File: src/tbt_pkg.sv
// Shared types, constants and the log2 mantissa table for the thermistor core.
// No dependencies; every other file imports this package.
`default_nettype none

package tbt_pkg;

    localparam int ADC_BITS_DEF = 16;
    localparam int SAMPLE_W     = 16;
    localparam int RATIO_W      = 24;
    localparam int BETA_W       = 20;
    localparam int TEMP_W       = 16;
    localparam int STATUS_W     = 2;
    localparam int CFG_IDX_W    = 4;
    localparam int CFG_DATA_W   = 24;
    localparam int LOG_W        = 21;
    localparam int Y_W          = 23;
    localparam int D_W          = 46;
    localparam int NUM_W        = 59;
    localparam int N_W          = 60;
    localparam int QUO_W        = 16;

    localparam logic [23:0] LN2_Q24 = 24'd11629080;

    localparam logic [CFG_IDX_W-1:0] REG_REF_RATIO = CFG_IDX_W'(0);
    localparam logic [CFG_IDX_W-1:0] REG_BETA_K    = CFG_IDX_W'(1);

    localparam logic [STATUS_W-1:0] ST_OK      = 2'd0;
    localparam logic [STATUS_W-1:0] ST_INVALID = 2'd1;
    localparam logic [STATUS_W-1:0] ST_RD_ERR  = 2'd2;
    localparam logic [STATUS_W-1:0] ST_SAT     = 2'd3;

    typedef enum logic [1:0] {
        DIV_NORM = 2'd0,
        DIV_ZERO = 2'd1,
        DIV_MAX  = 2'd2
    } div_code_t;

    typedef struct packed {
        logic invalid;
        logic rd_err;
    } side_t;

    function automatic logic [16:0] log2_tab(input logic [4:0] idx);
        logic [16:0] val;
        case (idx)
            5'd0:    val = 17'd0;
            5'd1:    val = 17'd5732;
            5'd2:    val = 17'd11136;
            5'd3:    val = 17'd16248;
            5'd4:    val = 17'd21098;
            5'd5:    val = 17'd25711;
            5'd6:    val = 17'd30109;
            5'd7:    val = 17'd34312;
            5'd8:    val = 17'd38336;
            5'd9:    val = 17'd42196;
            5'd10:   val = 17'd45904;
            5'd11:   val = 17'd49472;
            5'd12:   val = 17'd52911;
            5'd13:   val = 17'd56229;
            5'd14:   val = 17'd59434;
            5'd15:   val = 17'd62534;
            default: val = 17'd65536;
        endcase
        return val;
    endfunction

endpackage

`default_nettype wire

File: src/tbt_term.sv
// Denominator and numerator stages: y*ln2*4800 rounding, D and N, clamp code.
// Depends on tbt_pkg for widths, ln2 constant and the clamp code type.
`default_nettype none

module tbt_term
    import tbt_pkg::*;
(
    input  wire logic                  clk,
    input  wire logic                  en,
    input  wire logic signed [Y_W-1:0] y,
    input  wire logic [BETA_W-1:0]     beta,
    output logic [N_W-1:0]             n,
    output logic [D_W-2:0]             d,
    output div_code_t                  code
);

    logic                  sign5_reg, sign6_reg;
    logic [45:0]           mag5_reg, mag5_next;
    logic [58:0]           p6_reg, p6_next;
    logic signed [D_W-1:0] d7_reg, d7_next;
    logic [NUM_W-1:0]      num7_reg, num7_next;
    logic [N_W-1:0]        n8_reg, n8_next;
    logic [D_W-2:0]        d8_reg;
    div_code_t             code8_reg, code8_next;
    logic [Y_W-1:0]        yneg;
    logic [21:0]           ymag;
    logic [58:0]           prnd;
    logic [D_W-1:0]        tmag;
    logic [D_W-1:0]        bsh;
    logic [34:0]           nb;

    always_comb
    begin
        yneg      = -y;
        ymag      = y[Y_W-1] ? yneg[21:0] : y[21:0];
        mag5_next = {24'd0, ymag} * {22'd0, LN2_Q24};
        p6_next   = {13'd0, mag5_reg} * 59'd4800;
    end

    always_comb
    begin
        prnd      = p6_reg + 59'd32768;
        tmag      = {3'd0, prnd[58:16]};
        bsh       = {2'd0, beta, 24'd0};
        d7_next   = sign6_reg ? $signed(bsh - tmag) : $signed(bsh + tmag);
        nb        = {15'd0, beta} * 35'd19200;
        num7_next = {nb, 24'd0};
    end

    always_comb
    begin
        n8_next = {1'b0, num7_reg} + N_W'(d7_reg[D_W-2:1]);
        if (d7_reg[D_W-1])
        begin
            code8_next = DIV_ZERO;
        end
        else if (d7_reg == '0)
        begin
            code8_next = DIV_MAX;
        end
        else if ({1'b0, n8_next} >= {d7_reg[D_W-2:0], 16'd0})
        begin
            code8_next = DIV_MAX;
        end
        else
        begin
            code8_next = DIV_NORM;
        end
    end

    always_ff @(posedge clk)
    begin
        if (en)
        begin
            sign5_reg <= y[Y_W-1];
            mag5_reg  <= mag5_next;
            sign6_reg <= sign5_reg;
            p6_reg    <= p6_next;
            d7_reg    <= d7_next;
            num7_reg  <= num7_next;
            n8_reg    <= n8_next;
            d8_reg    <= d7_reg[D_W-2:0];
            code8_reg <= code8_next;
        end
    end

    assign n    = n8_reg;
    assign d    = d8_reg;
    assign code = code8_reg;

endmodule

`default_nettype wire

File: config.mk
export PLATFORM = sky130hd
export DESIGN_NAME = tbt_term
export DESIGN_NICKNAME = d
export VERILOG_FILES = /design/src/tbt_pkg.sv /design/src/tbt_term.sv
export SDC_FILE = /design/constraint.sdc
export NUM_CORES = 1
export LEC_CHECK = 0
export BUFFER_PORTS_ARGS = -buffer_cell sky130_fd_sc_hd__clkbuf_2
export CORE_UTILIZATION = 55
export DETAILED_ROUTE_END_ITERATION = 16
export GPL_ROUTABILITY_DRIVEN = 0
export PLACE_DENSITY_LB_ADDON = 0.12
export SLEW_MARGIN = 15
export SYNTH_ARGS = -nofsm -noshare
export SYNTH_HDL_FRONTEND = slang
export SYNTH_SLANG_ARGS = --single-unit
File: constraint.sdc
create_clock -name clk -period 12.5 [get_ports clk]
set_clock_uncertainty 0.15 [all_clocks]
set_input_delay 1.875 -clock clk [delete_from_list [all_inputs] [get_ports clk]]
set_output_delay 1.875 -clock clk [all_outputs]
set_load 0.01 [all_outputs]
Word-level counts from Yosys, hierarchy flattened
Cells that the tools add are included.

Add/subtract/negate cells: 5. $mul: 3. Order comparisons: 1. Mux-type cells: 4. Reduce and logical (&&, ||, !) cells: 1.

Operators by type and width (count): greater-or-equal comparator 60 x 61 -> 1 bit (1); adder 59 x 44 -> 60 bit (1); adder 59 x 16 -> 59 bit (second input constant) (1); multiplier 43 x 7 -> 50 bit (second input constant) (1); zero test 46 bit (1); two-way mux 46 bit (1); adder 44 x 43 -> 45 bit (1); subtractor 44 x 43 -> 45 bit (1); multiplier 22 x 21 -> 43 bit (second input constant) (1); multiplier 20 x 7 -> 27 bit (second input constant) (1); two-way mux 22 bit (1); negation 22 bit (1); two-way mux 2 bit (2).

Flip-flop bits (word level): 278. Logic and storage cells: 23.

Logic depth before layout (Yosys ltp)
Word-level depth: 4. Gate-level depth with buffers: 32. Depth with buffers taken out: 32.

Least setup slack after synthesis
Ideal clock, no wire load.

Kind: input -> register. Start point: in y[2]. End point: reg mag5_reg[45] (data pin). Setup time: 259 ps. Data arrival time: 9363 ps. Data required time: 12091 ps. Setup slack: 2728 ps. Stages: 29. Cells stage by stage: nor3_1 nand2b_1 nor4_1 nand2_1 or2_2 o41ai_1 xnor2_1 inv_1 fa_1 inv_1 ha_1 fa_1 fa_1 fa_1 inv_1 fa_1 inv_1 ha_1 clkbuf_1 nand2_1 or4_4 a22oi_2 a21oi_2 o31a_1 nand2b_4 a31o_4 o31ai_2 mux2i_1 a211o_1.

Longest elaborated chain between the ends: 3.

RTL lines: start: declaration (line tbt_term.sv:10) `input wire logic signed [Y_W-1:0] y,`; negation 22 bit (line tbt_term.sv:34) `yneg = -y;`; two-way mux 22 bit (*) (line tbt_term.sv:35) `ymag = y[Y_W-1] ? yneg[21:0] : y[21:0];`; multiplier 22 x 21 -> 43 bit (*) (line tbt_term.sv:36) `mag5_next = {24'd0, ymag} * {22'd0, LN2_Q24};`; named net mag5_next[45] (line tbt_term.sv:18) `logic [45:0] mag5_reg, mag5_next;`; end signal: assignment (line tbt_term.sv:76) `mag5_reg <= mag5_next;`; end: declaration (line tbt_term.sv:18).

The timed path passes the listed nets; every way through them passes the cells marked *. A chain may end at the register's enable or synchronous reset.

Worst setup path after layout
Same ends and word-level chain as after synthesis.

==> impl_metrics.toml <==
[outcome]
status = "finished, final reports clean"

[finish]
diodes = 0
final_nets = 3861
drive_above_1_share = 0.08306
fillerInstances = 4474
multiInputGateArea_mm2 = 0.01917
seqCellArea_mm2 = 0.007117
area_growth_syn_to_layout_pct = 7.545
largest_register_ffs = 60

[cts]
worstSkewPairLatency_ns = 0.56
path_clk_slew_ns = 0.06
clockRootBuffer = "clkbuf_16"
cts_tree = "yes"
htreeDepth = 1
cts.sinks = 237
cts_hold_buf = 0
clockBufferDepth = 3
cts_buffers = 27
postCtsSetupRepairBufs = 0
cts-resized-gates = 0

[sta]
min_period_ns = 10.00
max-slew-margin-rel = 0.2741
fmax_mhz = 99.98
maxSlewViolCount = 0
setup_viol = 0
worst_slew_pin_slew_ns = 1.086
hold_viol_final = 0
period_share = 0.8002
setup_tns_ns = 0
rsz0062_at_grt = "false"

[detailed_routing]
first_pass_iters = 5
drt_iter0_drc = 744
drc_errors = 0
final_antenna_net_count = 0
viasPerCell = 5.407
wl_per_cell_um = 16.00
vias = 20390
wirelength_um = 60310

[synthesis]
synth_edf_count = 237
synthMuxAreaShare = 0.0006867
synth_cell_types = 94
yosys_warnings = 0
synth_area_leaders = "edfxtp_1 (24%), ha_1 (22%), fa_1 (16%), inv_1 (8.4%), xnor2_1 (4.8%)"
synth_compound_area_frac = 0.1086
synth_area_leader_cell = "edfxtp_1"
synth_top_area_frac = 0.2441
yosysSeqAreaShare = 0.2441
yosys_register_bits = 237
postSynthCellCount = 2938
synth_flop_cell = "edfxtp_1"
synth-async-reset-ratio = 0
synth_common_cells = "inv_1 (652), ha_1 (522), edfxtp_1 (237)"
synthSimpleGateAreaFrac = 0.09009
synth_nets = 3738
yosysMostFrequentCell = "inv_1"
synth_xor_area_frac = 0.07421
synth_area_mm2 = 0.02915
avgSynthCellArea_um2 = 9.923
synth_top_family_by_area = "adder cells"
synth_fa_ha_area_frac = 0.3840

[worst_setup_path]
crit_top_cell = "fa_1"
worstSetupPathType = "in -> reg"
end_kind = "flip-flop"
path_buf_inv = 6
crit_cells = 31
crit_path_max_fanout = 10
crit_required_ns = 12.65
critPathMaxStageDelay_ns = 0.55
cp-endpoint = "mag5_reg[45]"
r2r_end = "d7_reg[41]"
startpoint = "y[2]"
cpLargestDelayFamily = "adder cells"
r2r_slack_ns = 6.50
cp.arrival_ns = 10.15
worstSetupStartpointType = "primary input"
rr_worst_depth = 19
crit_slowest_cell = "xnor2_1"
rr_startpoint = "p6_reg[15]"

[global_routing]
overflow = 0
track_usage = 0.2262
grt_pass1_wl_um = 99150
grt_max_degree = 99
antenna_found_initial = 0
grt_pass1_vias = 20770

[die]
start_util = 0.5559
core_mm2 = 0.05245
num_rows = 84
die_h_um = 232.2
ios = 152
fp.dieArea_mm2 = 0.05393
die_w_um = 232.2

[worst_hold_path]
hold_class = "reg -> reg"

[placed_design]
hpwl_um = 50800
io_buffers = 151

[job]
cap_violations = 0
metal layers:
| metal | track usage | vias to the layer above | part of all wire |
|---|---|---|---|
| met5 | 0 | - | 0 |
| met4 | 0.08594 | 0 | 0.037 |
| met3 | 0.01817 | 113 | 0.029 |
| met2 | 0.4293 | 382 | 0.52 |
| met1 | 0.2610 | 9785 | 0.41 |
| li1 | - | 10110 | - |
cells by family after synthesis:
logic type	count (synthesis)
flops	237
buf+inv	722
simple gates	498
mux	2
xor+xnor	247
fa+ha+maj	755
compound gates	477
worst reg2reg max path: stages, from the launching register on:
cell and delay [ns]:
edfxtp_1 0.43, ha_1 0.34, and4_1 0.49, nand3_4 0.18
nor3_1 0.27, nor3b_1 0.90, nand2_1 0.16, xnor2_1 0.24
ha_1 0.33, inv_1 0.16, nor2_1 0.06, o21ai_0 0.24
o31ai_1 0.15, o41a_1 0.36, a31o_2 0.28, a31o_2 0.26
a21o_1 0.21, a211oi_1 0.26, a31oi_1 0.08, xor2_1 0.20
area by class of cell:
cell class,instances,share of cell area
multi-input combinational,1979,0.6115
sequential,237,0.2270
inverter,655,0.07842
tap,688,0.02746
timing repair buffer,161,0.02682
clock buffer,30,0.02191
clock inverter,20,0.006944
placed cells by master (no fill, tap or decap), types with 5 or more instances in the layout:
cell / netlist / layout
clkbuf_16: 0 / 27
nor3b_1: 5 / 5
o31a_1: 5 / 5
nand2_1: 98 / 98
o21bai_1: 22 / 22
a31oi_1: 10 / 10
o211ai_1: 7 / 7
clkbuf_2: 0 / 150
nor3_1: 39 / 39
or2_2: 11 / 11
o21ai_2: 5 / 5
buf_4: 41 / 10
o22ai_1: 6 / 6
inv_1: 652 / 652
o21a_1: 22 / 22
edfxtp_1: 237 / 237
o31ai_1: 18 / 18
nand4_1: 35 / 35
or3_1: 13 / 13
nand3_1: 40 / 40
and4_1: 9 / 9
a21oi_1: 138 / 138
ha_1: 522 / 522
a211oi_1: 21 / 21
nor2_1: 115 / 115
nor2b_1: 26 / 26
nor4_1: 19 / 19
clkinv_2: 0 / 6
xor2_1: 86 / 86
and2_1: 11 / 11
a31o_2: 8 / 8
fa_1: 233 / 233
xnor2_1: 161 / 161
a21o_1: 75 / 75
o21ai_0: 78 / 78
and3_1: 21 / 21
nand2b_1: 28 / 28
metrics by stage:
stage	hold WS, ns	setup slack, ns	util	cells	instance area (um^2)
after floorplan	0.2503	2.728	-	2938	29150
after global placement	0.3297	2.134	0.5806	3720	30450
after detailed placement	0.3265	1.918	0.5806	3720	30450
after CTS	0.3358	2.515	0.5978	3770	31350
after global routing	0.3456	1.930	0.5978	3770	31350
final	0.3411	2.498	0.5978	3770	31350
worst min path at each step:
| stage | from | to | slack, ns | depth (start not counted) |
|---|---|---|---|---|
| final | d7_reg[7] | n[6] | 0.34 | 0 |
| after global routing | d7_reg[7] | n[6] | 0.35 | 0 |
| after CTS | d7_reg[7] | n[6] | 0.34 | 0 |
| after detailed placement | d7_reg[7] | n[6] | 0.33 | 0 |
| after global placement | d7_reg[7] | n[6] | 0.33 | 0 |
| after floorplan | sign5_reg | sign6_reg | 0.25 | 0 |
Power is left out: the tool's default activity adds up to more than one toggle a clock period on the data nets, which glitch-free logic cannot reach.
