[config.mk]
export PLATFORM = sky130hd
export DESIGN_NAME = tbt_div
export DESIGN_NICKNAME = d
export VERILOG_FILES = /design/src/tbt_pkg.sv /design/src/tbt_div.sv
export SDC_FILE = /design/constraint.sdc
export NUM_CORES = 2
export LEC_CHECK = 0
export BUFFER_PORTS_ARGS = -buffer_cell sky130_fd_sc_hd__buf_2
export CAP_MARGIN = 5
export CORE_UTILIZATION = 45
export CTS_CLUSTER_SIZE = 16
export DETAILED_ROUTE_END_ITERATION = 16
export HOLD_SLACK_MARGIN = 0.06
export PLACE_DENSITY = 0.63
export SETUP_SLACK_MARGIN = 0.4
export SLEW_MARGIN = 20
export SYNTH_ARGS = -nofsm -noshare
export SYNTH_HDL_FRONTEND = slang
export SYNTH_SLANG_ARGS = --single-unit
[constraint.sdc]
create_clock -name clk -period 3.45 [get_ports clk]
set_input_delay 0.345 -clock clk [delete_from_list [all_inputs] [get_ports clk]]
set_output_delay 0.345 -clock clk [all_outputs]
set_load 0.05 [all_outputs]
[src/tbt_pkg.sv]
// Shared types, constants and the log2 mantissa table for the thermistor core.
// No dependencies; every other file imports this package.
`default_nettype none

package tbt_pkg;

    localparam int ADC_BITS_DEF = 16;
    localparam int SAMPLE_W     = 16;
    localparam int RATIO_W      = 24;
    localparam int BETA_W       = 20;
    localparam int TEMP_W       = 16;
    localparam int STATUS_W     = 2;
    localparam int CFG_IDX_W    = 4;
    localparam int CFG_DATA_W   = 24;
    localparam int LOG_W        = 21;
    localparam int Y_W          = 23;
    localparam int D_W          = 46;
    localparam int NUM_W        = 59;
    localparam int N_W          = 60;
    localparam int QUO_W        = 16;

    localparam logic [23:0] LN2_Q24 = 24'd11629080;

    localparam logic [CFG_IDX_W-1:0] REG_REF_RATIO = CFG_IDX_W'(0);
    localparam logic [CFG_IDX_W-1:0] REG_BETA_K    = CFG_IDX_W'(1);

    localparam logic [STATUS_W-1:0] ST_OK      = 2'd0;
    localparam logic [STATUS_W-1:0] ST_INVALID = 2'd1;
    localparam logic [STATUS_W-1:0] ST_RD_ERR  = 2'd2;
    localparam logic [STATUS_W-1:0] ST_SAT     = 2'd3;

    typedef enum logic [1:0] {
        DIV_NORM = 2'd0,
        DIV_ZERO = 2'd1,
        DIV_MAX  = 2'd2
    } div_code_t;

    typedef struct packed {
        logic invalid;
        logic rd_err;
    } side_t;

    function automatic logic [16:0] log2_tab(input logic [4:0] idx);
        logic [16:0] val;
        case (idx)
            5'd0:    val = 17'd0;
            5'd1:    val = 17'd5732;
            5'd2:    val = 17'd11136;
            5'd3:    val = 17'd16248;
            5'd4:    val = 17'd21098;
            5'd5:    val = 17'd25711;
            5'd6:    val = 17'd30109;
            5'd7:    val = 17'd34312;
            5'd8:    val = 17'd38336;
            5'd9:    val = 17'd42196;
            5'd10:   val = 17'd45904;
            5'd11:   val = 17'd49472;
            5'd12:   val = 17'd52911;
            5'd13:   val = 17'd56229;
            5'd14:   val = 17'd59434;
            5'd15:   val = 17'd62534;
            default: val = 17'd65536;
        endcase
        return val;
    endfunction

endpackage

`default_nettype wire

[src/tbt_div.sv]
// Sixteen-stage restoring divider, one quotient bit per stage.
// Depends on tbt_pkg for widths and the clamp code type.
`default_nettype none

module tbt_div
    import tbt_pkg::*;
(
    input  wire logic           clk,
    input  wire logic           en,
    input  wire logic [N_W-1:0] n,
    input  wire logic [D_W-2:0] d,
    input  div_code_t           code_in,
    output logic [QUO_W-1:0]    q,
    output div_code_t           code_out
);

    logic [N_W:0]     rem_reg  [QUO_W];
    logic [D_W-2:0]   dv_reg   [QUO_W];
    logic [QUO_W-1:0] q_reg    [QUO_W];
    div_code_t        code_reg [QUO_W];

    for (genvar k = 0; k < QUO_W; k++)
    begin : g_stage
        localparam int BIT = QUO_W - 1 - k;
        logic [N_W:0]     rem_in, rem_next, dsh;
        logic [D_W-2:0]   dv_in;
        logic [QUO_W-1:0] q_in, q_next;
        div_code_t        code_i;

        if (k == 0)
        begin : g_first
            assign rem_in = {1'b0, n};
            assign dv_in  = d;
            assign q_in   = '0;
            assign code_i = code_in;
        end
        else
        begin : g_next
            assign rem_in = rem_reg[k-1];
            assign dv_in  = dv_reg[k-1];
            assign q_in   = q_reg[k-1];
            assign code_i = code_reg[k-1];
        end

        always_comb
        begin
            dsh    = (N_W+1)'(dv_in) << BIT;
            q_next = q_in;
            if (rem_in >= dsh)
            begin
                rem_next    = rem_in - dsh;
                q_next[BIT] = 1'b1;
            end
            else
            begin
                rem_next = rem_in;
            end
        end

        always_ff @(posedge clk)
        begin
            if (en)
            begin
                rem_reg[k]  <= rem_next;
                dv_reg[k]   <= dv_in;
                q_reg[k]    <= q_next;
                code_reg[k] <= code_i;
            end
        end
    end

    assign q        = q_reg[QUO_W-1];
    assign code_out = code_reg[QUO_W-1];

endmodule

`default_nettype wire

### Word-level counts from Yosys, hierarchy flattened

Memories as Yosys holds them, arrays and structs flattened.
Index checks and enable logic that the tools add are counted.

* register bits after elaboration: 0
* memory bits (writable): 1984
* output and inout bits: 18
* word-level logic and storage cells: 70
* memories: 4

Memory list
* rem_reg: depth 16, bits a word 61, read ports 15, clocked after Yosys merged registers in 0, write ports 16, line tbt_div.sv:17 `logic [N_W:0] rem_reg [QUO_W];`
* dv_reg: depth 16, bits a word 45, read ports 15, clocked after Yosys merged registers in 0, write ports 16, line tbt_div.sv:18 `logic [D_W-2:0] dv_reg [QUO_W];`
* q_reg: depth 16, bits a word 16, read ports 16, clocked after Yosys merged registers in 0, write ports 16, line tbt_div.sv:19 `logic [QUO_W-1:0] q_reg [QUO_W];`
* code_reg: depth 16, bits a word 2, read ports 16, clocked after Yosys merged registers in 0, write ports 16, line tbt_div.sv:20 `div_code_t code_reg [QUO_W];`

* $add $sub $neg: 16
* $lt $le $gt $ge: 16
* muxes and demuxes: 34

Operators by type and width (count)
* $mux W61: 16
* $ge A61 B45 Y1: 1
* $ge A61 B46 Y1: 1
* $ge A61 B47 Y1: 1
* $ge A61 B48 Y1: 1
* $ge A61 B49 Y1: 1
* $ge A61 B50 Y1: 1
* $ge A61 B51 Y1: 1
* $ge A61 B52 Y1: 1
* $ge A61 B53 Y1: 1
* $ge A61 B54 Y1: 1
* $ge A61 B55 Y1: 1
* $ge A61 B56 Y1: 1
* $ge A61 B57 Y1: 1
* $ge A61 B58 Y1: 1
* $ge A61 B59 Y1: 1
* $sub A60 B60 Y61: 1
* $sub A61 B45 Y61: 1
* $sub A61 B46 Y61: 1
* $sub A61 B47 Y61: 1
* $sub A61 B48 Y61: 1
* $sub A61 B49 Y61: 1
* $sub A61 B50 Y61: 1
* $sub A61 B51 Y61: 1
* other kinds (10): 27

### Depth between registers and ports, before layout

An unclocked memory read counts as a cell.

* depth after elaboration: 3
* depth in mapped cells: 17
* mapped depth without buffers: 16

### Worst setup path after synthesis

No wires, ideal clock.

* path kind: reg2reg
* start point: memory rem_reg[1][66] in the netlist's numbering
* end point: memory rem_reg[1][181] in the netlist's numbering (data pin)
* setup time: 258 ps
* data arrival time: 3423 ps
* data required time: 3192 ps
* slack: -231 ps
* stages on the path, launching flop included: 16
* path buffers: 0
* path through: edfxtp_1 > inv_1 > ha_1 > inv_1 > fa_1 > a211oi_1 > o21ai_0 > o31ai_1 > o31a_1 > o31ai_1 > o21ai_0 > o21ai_0 > a221oi_1 > o221a_2 > nand3_1 > xnor2_1

RTL lines (line)
* from (decl): tbt_div.sv:17

==> flow_metrics.tcl <==
set metrics [dict create \
    outcome "finished, violations left" \
    violations "negative setup slack" \
    dr.pass1.iters 8 \
    std_cell_rows 176 \
    grt.overflow.total 0 \
    synthFlopType "edfxtp_1" \
    layout_setup_ws_ns -0.635 \
    die_h_um 484 \
    synth-seq-area-share_pct 50.6 \
    antenna_found_initial 1 \
    first_iter_violations 4488 \
    cts.sinks 1758 \
    syn_area_um2 104000 \
    drive_above_1_share_pct 31.8 \
    crit_start "rem_reg[1][343]$_DFFE_PP_" \
    skew_ns 0.0694 \
    slowest_delay_ns 0.57 \
    core_area_um2 230000 \
    clkTransAtPathRegs_ns 0.06 \
    yosysMostFrequentCell "edfxtp_1" \
    ctsHtreeMaxLevel 4 \
    largest_register_ffs 915 \
    numCtsBuffers 198 \
    synth_common_cells "edfxtp_1, a21oi_1, inv_1" \
    tightest_slew_ns 0.880 \
    maxSlewViolCount 0 \
    final_cells 16147 \
    ys_ff_latch 1758 \
    grt_pass1_vias 90452 \
    yosysWarnings 0 \
    synth_top_area_cell "edfxtp_1" \
    placed_cells 15301 \
    grt_use_total_pct 26.6 \
    powerDensity_nw_per_um2 831 \
    syn_area_per_cell_um2 10.3 \
    area_growth_pct 38.6 \
    totalWireLength_um 322000 \
    cp-start-kind "register" \
    hold_class "input pin to register" \
    synthArstFlopShare_pct 0 \
    nets 13803 \
    place_congestion 1.02 \
    dpl-instance-area_um2 127000 \
    drc 0 \
    p_leak_nw 61.6 \
    grt_pass1_wl_um 485000 \
    boundaryPins 127 \
    maxCapViolations 0 \
    finalHoldViolations 0 \
    fin_crit_sh_pct 118 \
    endpoint_kind "register" \
    io_buffers 126 \
    netlist_instances 10089 \
    worstHoldStart "n[27]" \
    yosysUniqueCellTypes 92 \
    worst_hold_slack_ns 0.133 \
    cp_cell_sequence "ha_4, nand4_4, or3_4, nor3_4, nand3_4, nor4_4, nor4_2, a21boi_4, buf_12, or4_4, or4_4, nor2_2, xor2_1" \
    cts_tree "yes" \
    cp_top_family "simple AND/OR/NAND/NOR gates" \
    synth_area_leaders "edfxtp_1, ha_1, a21oi_1, o21ai_0, inv_1" \
    worstSetupPathType "register to register" \
    crit_top_cell "or4_4" \
    final_area_um2 145000 \
    worstPathRequired_ns 4.08 \
    die_w_um 484 \
    crit_slowest_cell "nor4_4" \
    dp_hpwl_um 242000 \
    synth-edff-count 1758 \
    arrival_ns 4.71 \
    crit_buf_inv 1 \
    min_period_ns 4.08 \
    route.antenna.remaining_nets 0 \
    grt_max_degree 136 \
    syn_nets 10933 \
    clk_path_buf_depth 3 \
    initial_core_util_pct 45.3 \
    peakVddDrop_uv 526 \
    max_slew_margin_pct 40.7 \
    clock_latency_ns 0.91 \
    rr_startpoint "rem_reg[1][343]$_DFFE_PP_" \
    setup_viol 587 \
    max_freq_mhz 245 \
    wl_per_cell_um 20.0 \
    yosysTopAreaCellShare_pct 50.6 \
    via_count 86505 \
    rsz0062_at_grt "true" \
    via_per_inst 5.36 \
    cts_root_buffer "clkbuf_16" \
    cp_max_fo 3 \
    fp.dieArea_um2 234000 \
]
-- path summary, 6_finish.rpt --
check / to / slack [ns] / depth (start not counted)
hold / removal: rem_reg[0][28]$_DFFE_PP_ / 0.13 / 5
setup reg to reg: rem_reg[1][425]$_DFFE_PP_ / -0.63 / 13
setup / recovery: rem_reg[1][425]$_DFFE_PP_ / -0.63 / 13
hold reg to reg: q_reg[1][54]$_DFFE_PP_ / 0.39 / 0
-- per-stage QoR --
stage / setup slack, ns / setup TNS [ns] / util [%] / total power, mW
after floorplan: -0.00462 / -0.00462 / - / 67.0
after global placement: -1.35 / -233.06 / 55.2 / 91.0
after detailed placement: -1.30 / -256.60 / 55.2 / 91.9
after CTS: -0.628 / -97.34 / 61.2 / 117
after global routing: -0.679 / -161.34 / 62.8 / 127
final: -0.635 / -90.75 / 62.8 / 120
-- final cells by class --
cell class / instances / area (um2)
clock buffer: 236 / 5100
antenna: 2 / 5.00
fill: 18165 / 85700
sequential: 1758 / 52800
clock inverter: 124 / 1570
inverter: 936 / 3550
timing repair buffer: 3028 / 25700
tap: 3026 / 3790
multi-input combinational: 7037 / 52200
-- worst min-delay path, stage by stage --
cell and delay (ns):
buf_2 0.09, ha_1 0.16, nor2_1 0.06, xnor2_1 0.12, mux2_2 0.14
-- cell families after synthesis --
family | synth area share (%)
AND/OR/NAND/NOR | 12.0
XOR/XNOR | 6.04
AO/OA/AOI/OAI | 16.9
flip-flops | 50.6
adder cells (fa/ha/maj) | 8.92
buffers and inverters | 4.71
multiplexers | 0.804
-- what timing repair did --
item                                   4_1_cts  5_1_grt
cloned                                      41       22
gates resized for setup                    783      542
setup buffers                              201      111
endpoints found under the hold margin      126        0
pin swaps                                  304      237
hold buffers                               109        0
setup endpoints to repair                  764      811
-- cell usage in the layout (no fill, tap or decap), types with 37 or more instances in the layout --
cell / netlist / routed
inv_1: 931 / 911
and3_1: 78 / 75
nor4_1: 96 / 63
a21oi_2: 3 / 96
nand2b_1: 90 / 84
buf_12: 0 / 81
buf_4: 5 / 2492
o21a_1: 96 / 92
clkbuf_1: 302 / 38
a211oi_1: 65 / 39
buf_2: 30 / 125
buf_16: 0 / 38
xor2_1: 332 / 329
nand2_2: 0 / 54
clkbuf_16: 0 / 220
a21oi_1: 988 / 875
nand4_1: 199 / 199
ha_4: 0 / 63
mux2_2: 71 / 51
o21ai_2: 0 / 132
nand2_4: 0 / 37
a21o_1: 384 / 383
o211ai_1: 39 / 39
o21bai_1: 128 / 123
o21ai_0: 744 / 503
nand3_1: 152 / 137
nor2_1: 656 / 602
and2_1: 42 / 39
a31oi_1: 92 / 77
nor3_1: 136 / 114
ha_1: 720 / 642
nand2_1: 843 / 752
nor2_2: 0 / 39
buf_6: 0 / 121
xnor2_1: 388 / 382
o21ai_1: 15 / 97
dlygate4sd3_1: 0 / 109
nor2b_1: 98 / 80
edfxtp_1: 1758 / 1758
or3_1: 57 / 54
-- per-layer routing --
metal  wire length (um)  track usage [%]  share of wire, %  vias up
li1                   -                -                 -    42646
met1             106000             23.5                33    40857
met2             177000             53.3                55     1951
met3               7800             2.68               2.4     1051
met4              31400             22.1               9.8        0
met5                  0                0                 0        -
-- where the power goes --
| group | total (mW) | switching, mW | internal [mW] |
|---|---|---|---|
| sequential | 34.5 | 3.30 | 31.2 |
| clock | 21.2 | 8.93 | 12.3 |
| combinational | 64.4 | 32.9 | 31.5 |
| total | 120 | 45.1 | 75.0 |
Note: power is estimated with default switching activity, not from simulation.
