File: src/tbt_pkg.sv
// Shared types, constants and the log2 mantissa table for the thermistor core.
// No dependencies; every other file imports this package.
`default_nettype none

package tbt_pkg;

    localparam int ADC_BITS_DEF = 16;
    localparam int SAMPLE_W     = 16;
    localparam int RATIO_W      = 24;
    localparam int BETA_W       = 20;
    localparam int TEMP_W       = 16;
    localparam int STATUS_W     = 2;
    localparam int CFG_IDX_W    = 4;
    localparam int CFG_DATA_W   = 24;
    localparam int LOG_W        = 21;
    localparam int Y_W          = 23;
    localparam int D_W          = 46;
    localparam int NUM_W        = 59;
    localparam int N_W          = 60;
    localparam int QUO_W        = 16;

    localparam logic [23:0] LN2_Q24 = 24'd11629080;

    localparam logic [CFG_IDX_W-1:0] REG_REF_RATIO = CFG_IDX_W'(0);
    localparam logic [CFG_IDX_W-1:0] REG_BETA_K    = CFG_IDX_W'(1);

    localparam logic [STATUS_W-1:0] ST_OK      = 2'd0;
    localparam logic [STATUS_W-1:0] ST_INVALID = 2'd1;
    localparam logic [STATUS_W-1:0] ST_RD_ERR  = 2'd2;
    localparam logic [STATUS_W-1:0] ST_SAT     = 2'd3;

    typedef enum logic [1:0] {
        DIV_NORM = 2'd0,
        DIV_ZERO = 2'd1,
        DIV_MAX  = 2'd2
    } div_code_t;

    typedef struct packed {
        logic invalid;
        logic rd_err;
    } side_t;

    function automatic logic [16:0] log2_tab(input logic [4:0] idx);
        logic [16:0] val;
        case (idx)
            5'd0:    val = 17'd0;
            5'd1:    val = 17'd5732;
            5'd2:    val = 17'd11136;
            5'd3:    val = 17'd16248;
            5'd4:    val = 17'd21098;
            5'd5:    val = 17'd25711;
            5'd6:    val = 17'd30109;
            5'd7:    val = 17'd34312;
            5'd8:    val = 17'd38336;
            5'd9:    val = 17'd42196;
            5'd10:   val = 17'd45904;
            5'd11:   val = 17'd49472;
            5'd12:   val = 17'd52911;
            5'd13:   val = 17'd56229;
            5'd14:   val = 17'd59434;
            5'd15:   val = 17'd62534;
            default: val = 17'd65536;
        endcase
        return val;
    endfunction

endpackage

`default_nettype wire

File: src/tbt_log2.sv
// Three-stage log2 unit: leading-one normalize, table interpolation, sum.
// Depends on tbt_pkg for the mantissa table.
`default_nettype none

module tbt_log2
    import tbt_pkg::*;
(
    input  wire logic              clk,
    input  wire logic              en,
    input  wire logic [23:0]       v,
    output logic      [LOG_W-1:0]  l
);

    logic [4:0]       e_a_reg, e_a_next;
    logic [3:0]       idx_a_reg, idx_a_next;
    logic [18:0]      rem_a_reg, rem_a_next;
    logic [4:0]       e_b_reg;
    logic [16:0]      lo_b_reg, lo_b_next;
    logic [31:0]      prod_b_reg, prod_b_next;
    logic [LOG_W-1:0] l_reg, l_next;
    logic [23:0]      m_c;
    logic [16:0]      hi_c;
    logic [32:0]      rnd_c;

    always_comb
    begin
        e_a_next = 5'd0;
        for (int i = 0; i < 24; i++)
        begin
            if (v[i])
            begin
                e_a_next = 5'(i);
            end
        end
        m_c        = v << (5'd23 - e_a_next);
        idx_a_next = m_c[22:19];
        rem_a_next = m_c[18:0];
    end

    always_comb
    begin
        lo_b_next   = log2_tab({1'b0, idx_a_reg});
        hi_c        = log2_tab(5'({1'b0, idx_a_reg} + 5'd1));
        prod_b_next = 32'({15'd0, 17'(hi_c - lo_b_next)} * {13'd0, rem_a_reg});
    end

    always_comb
    begin
        rnd_c  = {1'b0, prod_b_reg} + 33'd262144;
        l_next = {e_b_reg, 16'd0} + LOG_W'(lo_b_reg) + LOG_W'(rnd_c[32:19]);
    end

    always_ff @(posedge clk)
    begin
        if (en)
        begin
            e_a_reg    <= e_a_next;
            idx_a_reg  <= idx_a_next;
            rem_a_reg  <= rem_a_next;
            e_b_reg    <= e_a_reg;
            lo_b_reg   <= lo_b_next;
            prod_b_reg <= prod_b_next;
            l_reg      <= l_next;
        end
    end

    assign l = l_reg;

endmodule

`default_nettype wire

File: config.mk
export PLATFORM = sky130hd
export DESIGN_NAME = tbt_log2
export DESIGN_NICKNAME = d
export VERILOG_FILES = /design/src/tbt_pkg.sv /design/src/tbt_log2.sv
export SDC_FILE = /design/constraint.sdc
export NUM_CORES = 1
export LEC_CHECK = 0
export BUFFER_PORTS_ARGS = -buffer_cell sky130_fd_sc_hd__buf_2
export CAP_MARGIN = 20
export CORE_ASPECT_RATIO = 1.5
export CORE_MARGIN = 3
export CORE_UTILIZATION = 47
export CTS_BUF_LIST = sky130_fd_sc_hd__clkbuf_4 sky130_fd_sc_hd__clkbuf_8 sky130_fd_sc_hd__clkbuf_16
export CTS_CLUSTER_SIZE = 25
export DETAILED_ROUTE_END_ITERATION = 6
export PLACE_DENSITY = 0.7
export SYNTH_ARGS = -nofsm -noshare
export SYNTH_HDL_FRONTEND = slang
export SYNTH_SLANG_ARGS = --single-unit
File: constraint.sdc
create_clock -name clk -period 9.72 [get_ports clk]
set_input_delay 0.486 -clock clk [delete_from_list [all_inputs] [get_ports clk]]
set_output_delay 0.486 -clock clk [all_outputs]
set_load 0.05 [all_outputs]
## Word-level counts from Yosys, hierarchy flattened

Memories as Yosys holds them, arrays and structs flattened. A register that Yosys moved wholly into a read port is not among the register bits.
Cells that the tools add are included.
W data, S select, Z words.

- Flip-flop bits (word level): 103
- Latch bits: 0
- Bits in writable memories: 0
- Memory bits (read-only): 512
- Input bits: 26
- Memories kept: 2

- Add/sub/neg operators: 6
- $mul: 1
- Divide/modulo/power cells: 0
- $lt $le $gt $ge: 0
- Eq/ne operators: 0
- Shifts and indexed selects: 1
- Mux-type cells: 25
- Bitwise operators: 0
- Reduce and logical (&&, ||, !) cells: 0

Memories:

| memory | words | bits a word | rd ports | clocked after Yosys merged registers in | write ports | line | text |
|---|---|---|---|---|---|---|---|
| (no name shown) | 16 | 16 | 1 | 1 | 0 | tbt_pkg.sv:45 | `case (idx)` |
| (no name shown) | 16 | 16 | 1 | 0 | 0 | tbt_pkg.sv:45 |  |

Operators by type and width:

| cell | count |
|---|---|
| $mux W5 | 22 |
| $add A32 B19 Y33 const B | 1 |
| $mul A17 B19 Y32 | 1 |
| $shl A24 B5 Y23 | 1 |
| $add A21 B14 Y21 | 1 |
| $add A21 B17 Y21 | 1 |
| $mux W17 | 1 |
| $sub A17 B17 Y17 | 1 |
| $add A4 B1 Y5 const B | 1 |
| $sub A5 B5 Y5 const A | 1 |
| $mux W4 | 1 |
| $mux W1 | 1 |

## Logic depth before layout (Yosys ltp)

Gate-level depths: netlist of run 1.

- Depth after elaboration: 26
- Depth in mapped cells: 38
- Mapped depth without buffers: 37

## Least setup slack after synthesis of run 1

OpenSTA, ideal clock, no wires.

- Kind: reg-to-reg
- Start: register idx_a_reg[0]
- End: register prod_b_reg[27], data pin
- Setup time: 261 ps
- Arrival: 8859 ps
- Data required time: 9459 ps
- Path slack: 600 ps
- Stages on the path, launching flop included: 35
- Clock period less this slack: 9120 ps
- Cell sequence: edfxtp_1 ha_1 xnor2_1 inv_1 clkbuf_1 a2111oi_0 ha_1 o21ai_0 nor2b_1 a211o_1 nand3_1 a311oi_1 o21bai_1 a21oi_1 xnor2_1 clkbuf_1 nand2_1 fa_1 fa_1 inv_1 fa_1 fa_1 fa_1 inv_1 fa_1 inv_1 ha_1 o211ai_1 nor3_1 a211o_1 o311a_1 o21ai_0 a21oi_1 o21a_1 a311o_1

- Longest elaborated chain between the ends: 5

RTL lines:

| what | line | text |
|---|---|---|
| start, declared | tbt_log2.sv:15 | `logic [3:0] idx_a_reg, idx_a_next;` |
| start signal, assigned | tbt_log2.sv:58 | `idx_a_reg <= idx_a_next;` |
| $add A4 B1 Y5 (*) | tbt_log2.sv:43 | `hi_c = log2_tab(5'({1'b0, idx_a_reg} + 5'd1));` |
| $mem_v2 Z16 W16 | n/a |  |
| $mux W17 (*) | tbt_pkg.sv:45 |  |
| $sub A17 B17 Y17 (*) | tbt_log2.sv:44 | `prod_b_next = 32'({15'd0, 17'(hi_c - lo_b_next)} * {13'd0, rem_a_reg});` |
| $mul A17 B19 Y32 (*) | tbt_log2.sv:44 |  |
| via prod_b_next[27] | tbt_log2.sv:19 | `logic [31:0] prod_b_reg, prod_b_next;` |
| end signal, assigned | tbt_log2.sv:62 | `prod_b_reg <= prod_b_next;` |
| end, declared | tbt_log2.sv:19 |  |

The timed path passes the listed nets; every way through them passes the cells marked *.
A chain may end at the register's enable or synchronous reset.

## Worst setup path in the final report of run 1

- Start: register idx_a_reg[0]
- End: register prod_b_reg[31], data pin

The elaborated chain is that of the path after synthesis.

==> PnR_summary.wiki, run 1 <==
{| class="wikitable"
! Metric !! Value
|-
| YS warnings || 0
|-
| Largest buffer count on any clock path || 2
|-
| Number of buffers inserted for hold repair after clock tree synthesis || 0
|-
| Period utilization || 0.9444
|-
| Final count of negative-setup-slack endpoints || 0
|-
| GPL Wtd Cong || 0.9248
|-
| Core footprint || 35100 sq um
|-
| DRT Wirelength || 43780 um
|-
| Placed wire-length estimate || 34530 um
|-
| Vert. Die Dim || 237.5 um
|-
| Clock Pin Slew Worst Setup and Hold Paths || 0.08 ns
|-
| Total Nets Final || 2312
|-
| Starting density of the core || 0.4782
|-
| Largest driver fanout on the critical path || 17
|-
| Vias in the first global route || 14.01k
|-
| Routed WL per cell || 18.40 um
|-
| Setup TNS || 0 ns
|-
| Clock buffer count from CTS || 9
|-
| Crit path launch type || register
|-
| Clock tree from TritonCTS || yes
|-
| Crit path arrival time || 9.27 ns
|-
| Sink Count || 100
|-
| Prevailing post-synth register cell || sky130_fd_sc_hd__edfxtp_1
|-
| Cell variety after synth || 82
|-
| Number of nets still failing antenna checks after routing || 0
|-
| Average via count per standard cell || 5.500
|-
| Async set or reset register ratio after synthesis || 0
|-
| Hold crit path type || reg2reg
|-
| Run status || completed
|-
| Highest-delay cell along the critical path || sky130_fd_sc_hd__fa_1
|-
| Diodes inserted || 0
|-
| Number of synthesized register bits || 100
|-
| Vias || 13.08k
|-
| Largest net degree at the start of global routing || 63
|-
| Critical path class || reg2reg
|-
| Remaining routing DRC violations || 0
|-
| Final Max Slew Viols || 0
|-
| Highest clock frequency the design can meet || 108.9 MHz
|-
| Commonest non-fill, non-tap cells in the layout || sky130_fd_sc_hd__inv_1, sky130_fd_sc_hd__fa_1, sky130_fd_sc_hd__nand2_1
|-
| Top-level port count || 47
|-
| Number of rows created at floorplan || 84
|-
| Leftover overflow at the end of global routing || 0
|-
| DIE WIDTH || 160.3 um
|-
| Die area || 38070 sq um
|-
| Synthesis-to-layout area growth || 7.252%
|-
| Crit-path max cell delay || 0.50 ns
|-
| Netlist area before placement || 16790 sq um
|-
| Worst path most repeated cell || sky130_fd_sc_hd__fa_1
|-
| Worst setup skew after layout || 0.008505 ns
|-
| Global-route wire length before repair || 70660 um
|-
| Share of synthesized area occupied by flip-flops and latches || 0.1693
|-
| Number of flip-flops under the largest register name || 21
|-
| Mean instance size in the synthesized netlist || 8.968 sq um
|-
| Detailed-router iteration count before antenna repair || 7
|-
| Overall routing resource usage || 0.2334
|-
| Relative slew slack || 0.3204
|-
| Clock latency reported for the late side of the worst-skew pair || 0.35 ns
|-
| Synth Net Count || 2282
|-
| Cell chosen for the clock root || sky130_fd_sc_hd__clkbuf_16
|-
| Max-cap violations || 0
|-
| Endpoint kind of the worst setup timing path || register
|-
| Synthesized netlist cell count || 1872
|-
| Initial antenna violation count || 0
|-
| Fraction of layout instances using a drive strength above 1 || 0.07555
|-
| Final min period || 9.179 ns
|-
| Data required time at the worst endpoint || 9.82 ns
|-
| Final number of hold-violating endpoints || 0
|-
| Worst Max-Slew Pin Slew || 1.016 ns
|-
| Count of flip-flops with a built-in enable after synthesis || 84
|-
| CTS HTree Levels || 3
|-
| Most common cell after layout, fill and taps aside || sky130_fd_sc_hd__inv_1
|-
| RSZ-0062 raised after global routing || no
|-
| Violation count after the first detailed-route iteration || 656
|-
| Number of buffer cells added on primary ports || 46
|}
[final timing paths]
path                                              from                       end  slack (ns)  cells past startpoint
worst max-delay path            idx_a_reg[0]$_DFFE_PP_  prod_b_reg[31]$_DFFE_PP_        0.54                     35
worst min-delay path              e_a_reg[3]$_DFFE_PP_      e_b_reg[3]$_DFFE_PP_        0.41                      0
worst max register to register  idx_a_reg[0]$_DFFE_PP_  prod_b_reg[31]$_DFFE_PP_        0.54                     35
worst min register to register    e_a_reg[3]$_DFFE_PP_      e_b_reg[3]$_DFFE_PP_        0.41                      0
[routing by layer]
| metal | global-route usage | wire length, um | vias up |
|---|---|---|---|
| li1 | - | - | 6022 |
| met1 | 0.2541 | 15820 | 6509 |
| met5 | 0 | 0 | - |
| met2 | 0.4371 | 23250 | 402 |
| met3 | 0.01831 | 1609 | 151 |
| met4 | 0.1439 | 3099 | 0 |
[repair_timing]
| action | 4_1_cts | 5_1_grt |
|---|---|---|
| hold endpoints to repair | 0 | 0 |
| gates resized for setup | 0 | 17 |
| setup endpoints to repair | 0 | 8 |
| buffers inserted | 0 | 3 |
[per-stage QoR]
stage	setup WS (ns)	instance area [sq um]	utilization	instances	hold slack, ns
floorplan	0.6003	16790	-	1872	0.4003
global placement	0.3620	17610	0.5016	2360	0.4039
detailed placement	0.1178	17610	0.5016	2360	0.4045
CTS	0.1012	17910	0.5101	2375	0.4147
global route	0.02129	18000	0.5129	2379	0.4258
finish	0.5407	18000	0.5129	2379	0.4133
[kinds of logic (layout without fill, tap and decap cells)]
family                     Yosys count  count (layout)  share of synthesized area
AOI/OAI and AO/OA                  255             255                     0.1049
xor gates and xnor gates            66              66                    0.03570
adders and majority gates          384             384                     0.3976
buffers and inverters              452             486                     0.1041
DFF                                100             100                     0.1693
muxes                               33              33                    0.02079
and+or+nand+nor                    582             582                     0.1676
[layout make-up]
type / instances / area, sq um
sequential: 100 / 2843
fill: 3313 / 17100
multi-input combinational: 1320 / 12250
timing repair buffer: 93 / 596.8
inverter: 378 / 1425
clock buffer: 9 / 225.2
clock inverter: 6 / 73.82
tap: 473 / 591.8
[critical path, delay by kind of cell (launching register included)]
kind | cells | cell delay, ns
buffers and inverters | 6 | 0.70
adder cells (fa/ha/maj) | 9 | 3.88
AND/OR/NAND/NOR | 5 | 0.72
XOR/XNOR | 3 | 0.59
flip-flops | 1 | 0.37
AO/OA/AOI/OAI | 12 | 2.62
[synthesized netlist by cell type, types with 13 or more instances]
| library cell | number | area share |
|---|---|---|
| sky130_fd_sc_hd__inv_1 | 377 | 0.084 |
| sky130_fd_sc_hd__nor2_1 | 73 | 0.016 |
| sky130_fd_sc_hd__nand2b_1 | 44 | 0.016 |
| sky130_fd_sc_hd__a211oi_1 | 21 | 0.0094 |
| sky130_fd_sc_hd__ha_1 | 135 | 0.10 |
| sky130_fd_sc_hd__nor3_1 | 24 | 0.0072 |
| sky130_fd_sc_hd__and2_1 | 101 | 0.038 |
| sky130_fd_sc_hd__a21o_1 | 17 | 0.0076 |
| sky130_fd_sc_hd__xnor2_1 | 45 | 0.023 |
| sky130_fd_sc_hd__fa_1 | 249 | 0.30 |
| sky130_fd_sc_hd__dfxtp_1 | 16 | 0.019 |
| sky130_fd_sc_hd__a21oi_1 | 60 | 0.018 |
| sky130_fd_sc_hd__xor2_1 | 19 | 0.0099 |
| sky130_fd_sc_hd__o21ai_0 | 46 | 0.014 |
| sky130_fd_sc_hd__clkbuf_1 | 59 | 0.013 |
| sky130_fd_sc_hd__nor2b_1 | 13 | 0.0048 |
| sky130_fd_sc_hd__mux2i_1 | 27 | 0.016 |
| sky130_fd_sc_hd__nand2_1 | 244 | 0.055 |
| sky130_fd_sc_hd__nand3_1 | 28 | 0.0083 |
| sky130_fd_sc_hd__edfxtp_1 | 84 | 0.15 |
Power of run 1 is left out: the tool's default activity adds up to more than one toggle a clock period on the data nets, which glitch-free logic cannot reach.
==> run 2: changes to the inputs <==
--- a/config.mk
+++ b/config.mk
@@ -14,6 +14,7 @@
 export CTS_CLUSTER_SIZE = 25
 export DETAILED_ROUTE_END_ITERATION = 6
 export PLACE_DENSITY = 0.7
+export RECOVER_POWER = 25
 export SYNTH_ARGS = -nofsm -noshare
 export SYNTH_HDL_FRONTEND = slang
 export SYNTH_SLANG_ARGS = --single-unit
==> run 2 against run 1 <==
  * The run now ends with max-capacitance violations, max-slew violations left
  * Die area stayed put
  * Global-route usage is the same
  * Final area about the same
  * Maximum frequency down 0.13%
  * Non-clock buffer count did not move
  * First-iteration DRC count is 1.5% lower
  * Clock-buffer cell count did not move
  * Hold slack improved by 0.0012 ns
  * Cell count unchanged
  * Register-to-register slack about the same
  * Via count down 0.12%
  * Routed wire length barely moved
  * Critical endpoint unchanged
  * Largest cell class unchanged
  * Highest routed layer unchanged
==> PnR_summary.wiki, run 2 (same netlist as run 1, synthesis figures left out) <==
{| class="wikitable"
! Metric !! Value
|-
| Worst reg2reg setup slack || 0.53 ns (about the same)
|-
| Remaining routing DRC violations || 0 (unchanged)
|-
| DRT Wirelength || 43780 um (about the same)
|-
| GPL Wtd Cong || 0.9248 (unchanged)
|-
| Data required time at the worst endpoint || 9.81 ns (about the same)
|-
| Core footprint || 35100 sq um (unchanged)
|-
| Fraction of layout instances using a drive strength above 1 || 0.07135 (-0.004197)
|-
| Worst path most repeated cell || sky130_fd_sc_hd__fa_1
|-
| Number of buffer cells added on primary ports || 46 (unchanged)
|-
| Relative slew slack || -0.005720 (-0.3261)
|-
| Crit path launch || idx_a_reg[0]$_DFFE_PP_
|-
| Starting density of the core || 0.4782 (unchanged)
|-
| Die area || 38070 sq um (unchanged)
|-
| Diodes inserted || 0 (unchanged)
|-
| Non-filler instance count after layout || 2379 (unchanged)
|-
| Vias in the first global route || 14.01k (unchanged)
|-
| Number of nets still failing antenna checks after routing || 0 (unchanged)
|-
| Endpoint of the worst register-to-register path || prod_b_reg[31]$_DFFE_PP_
|-
| Highest clock frequency the design can meet || 108.8 MHz (-0.13%)
|-
| Met1 routed wirelength after detailed routing || 15640 um (-1.1%)
|-
| Placed wire-length estimate || 34530 um (unchanged)
|-
| Final hold slack || 0.4145 ns (+0.001185 ns)
|-
| Total Nets Final || 2312 (unchanged)
|-
| Number of flip-flops under the largest register name || 21 (unchanged)
|-
| Violation count after the first detailed-route iteration || 646 (-1.5%)
|-
| Crit path arrival time || 9.29 ns (+0.02 ns)
|-
| Average via count per standard cell || 5.493 (-0.12%)
|-
| Reg area || 2843 sq um (unchanged)
|-
| Leftover overflow at the end of global routing || 0 (unchanged)
|-
| Final number of hold-violating endpoints || 0 (unchanged)
|-
| Clock latency reported for the late side of the worst-skew pair || 0.35 ns (about the same)
|-
| Top-level port count || 47 (unchanged)
|-
| Worst reg2reg path depth || 35 (unchanged)
|-
| Final Max Slew Viols || 31 (+31)
|-
| Critical path class || reg2reg
|-
| Clock Pin Slew Worst Setup and Hold Paths || 0.07 ns (about the same)
|-
| Commonest non-fill, non-tap cells in the layout || sky130_fd_sc_hd__inv_1, sky130_fd_sc_hd__fa_1, sky130_fd_sc_hd__nand2_1
|-
| Area of the multi-input gates || 12250 sq um (unchanged)
|-
| Max Used Layer || met4
|-
| Initial antenna violation count || 0 (unchanged)
|-
| RSZ-0062 raised after global routing || no
|-
| Cell chosen for the clock root || sky130_fd_sc_hd__clkbuf_16
|-
| Synthesis-to-layout area growth || 7.178% (about the same)
|-
| Sink Count || 100 (unchanged)
|-
| Largest driver fanout on the critical path || 17 (unchanged)
|-
| Final worst setup slack || 0.5292 ns (-0.01153 ns)
|-
| DIE WIDTH || 160.3 um (unchanged)
|-
| Setup slack at placement || 0.1178 ns (unchanged)
|-
| Clock buffer count from CTS || 9 (unchanged)
|-
| Max-cap violations || 1 (+1)
|-
| Period utilization || 0.9456 (+0.001186)
|-
| Global-route wire length before repair || 70660 um (unchanged)
|-
| Worst Max-Slew Pin Slew || 1.509 ns (+0.4924 ns)
|-
| Final min period || 9.191 ns (+0.01153 ns)
|-
| Last element of the critical path || prod_b_reg[31]$_DFFE_PP_
|-
| WL met2 || 23270 um (about the same)
|-
| Failing checks || max-capacitance violations, max-slew violations
|-
| Setup TNS || 0 ns (unchanged)
|-
| Crit-path max cell delay || 0.50 ns (about the same)
|-
| Layout fillers || 3318 (+0.15%)
|-
| Hold crit path type || reg2reg
|-
| Largest net degree at the start of global routing || 63 (unchanged)
|-
| Run status || finished, violations left
|-
| Overall routing resource usage || 0.2334 (unchanged)
|-
| Vert. Die Dim || 237.5 um (unchanged)
|-
| Endpoint kind of the worst setup timing path || register
|-
| Wire length on met3 || 1743 um (+8.3%)
|-
| Post-Place Cells || 2360 (unchanged)
|-
| Worst setup skew after layout || 0.007355 ns (-0.001149 ns)
|-
| Detailed-router iteration count before antenna repair || 7 (unchanged)
|-
| Vias || 13.07k (-0.12%)
|-
| Clock tree from TritonCTS || yes
|-
| Highest-delay cell along the critical path || sky130_fd_sc_hd__fa_1
|-
| Crit path launch type || register
|-
| Most common cell after layout, fill and taps aside || sky130_fd_sc_hd__inv_1
|-
| Number of rows created at floorplan || 84 (unchanged)
|-
| Largest buffer count on any clock path || 2 (unchanged)
|-
| Final count of negative-setup-slack endpoints || 0 (unchanged)
|-
| Critical register-to-register path startpoint || idx_a_reg[0]$_DFFE_PP_
|-
| CTS HTree Levels || 3 (unchanged)
|-
| Routed WL per cell || 18.40 um (about the same)
|}
run 2: layer usage:
| metal | vias up | GRT usage |
|---|---|---|
| met5 | - | 0 |
| met4 | 0 | 0.1439 |
| met3 | 155 | 0.01831 |
| met2 | 421 | 0.4371 |
| met1 | 6471 | 0.2541 |
| li1 | 6021 | - |
run 2: critical path, delay by kind of cell (launching register included):
kind / cells / cell delay (ns)
DFF: 1 / 0.37
AOI/OAI and AO/OA: 12 / 2.63
xor gates and xnor gates: 3 / 0.60
buffers and inverters: 6 / 0.70
and+or+nand+nor: 5 / 0.72
adders and majority gates: 9 / 3.88
run 2: layout make-up:
cell class | count | share of cell area
clock buffer | 9 | 0.01252
tap | 473 | 0.03289
multi-input combinational | 1320 | 0.6808
clock inverter | 6 | 0.004103
inverter | 378 | 0.07921
sequential | 100 | 0.1580
timing repair buffer | 93 | 0.03248
run 2: worst min path at each step:
stage	start	slack (ns)	endpoint	cells after the start
finish	e_a_reg[3]$_DFFE_PP_	0.41	e_b_reg[3]$_DFFE_PP_	0
global route	e_a_reg[3]$_DFFE_PP_	0.43	e_b_reg[3]$_DFFE_PP_	0
CTS	e_a_reg[3]$_DFFE_PP_	0.41	e_b_reg[3]$_DFFE_PP_	0
detailed placement	e_a_reg[4]$_DFFE_PP_	0.40	e_b_reg[4]$_DFFE_PP_	0
global placement	e_a_reg[4]$_DFFE_PP_	0.40	e_b_reg[4]$_DFFE_PP_	0
floorplan	e_a_reg[0]$_DFFE_PP_	0.40	e_b_reg[0]$_DFFE_PP_	0
run 2: through the flow:
stage / utilization / cell area, sq um
floorplan: - / 16790
global placement: 0.5016 / 17610
detailed placement: 0.5016 / 17610
CTS: 0.5101 / 17910
global route: 0.5125 / 17990
finish: 0.5125 / 17990
run 2: what timing repair did:
| action | 4_1_cts | 5_1_grt |
|---|---|---|
| hold buffers | 0 | 0 |
| endpoints found under the hold margin | 0 | 0 |
| setup endpoints to repair | 0 | 8 |
| buffers inserted | 0 | 3 |
| gates resized for setup | 0 | 17 |
Power of run 2 is left out for the same reason.
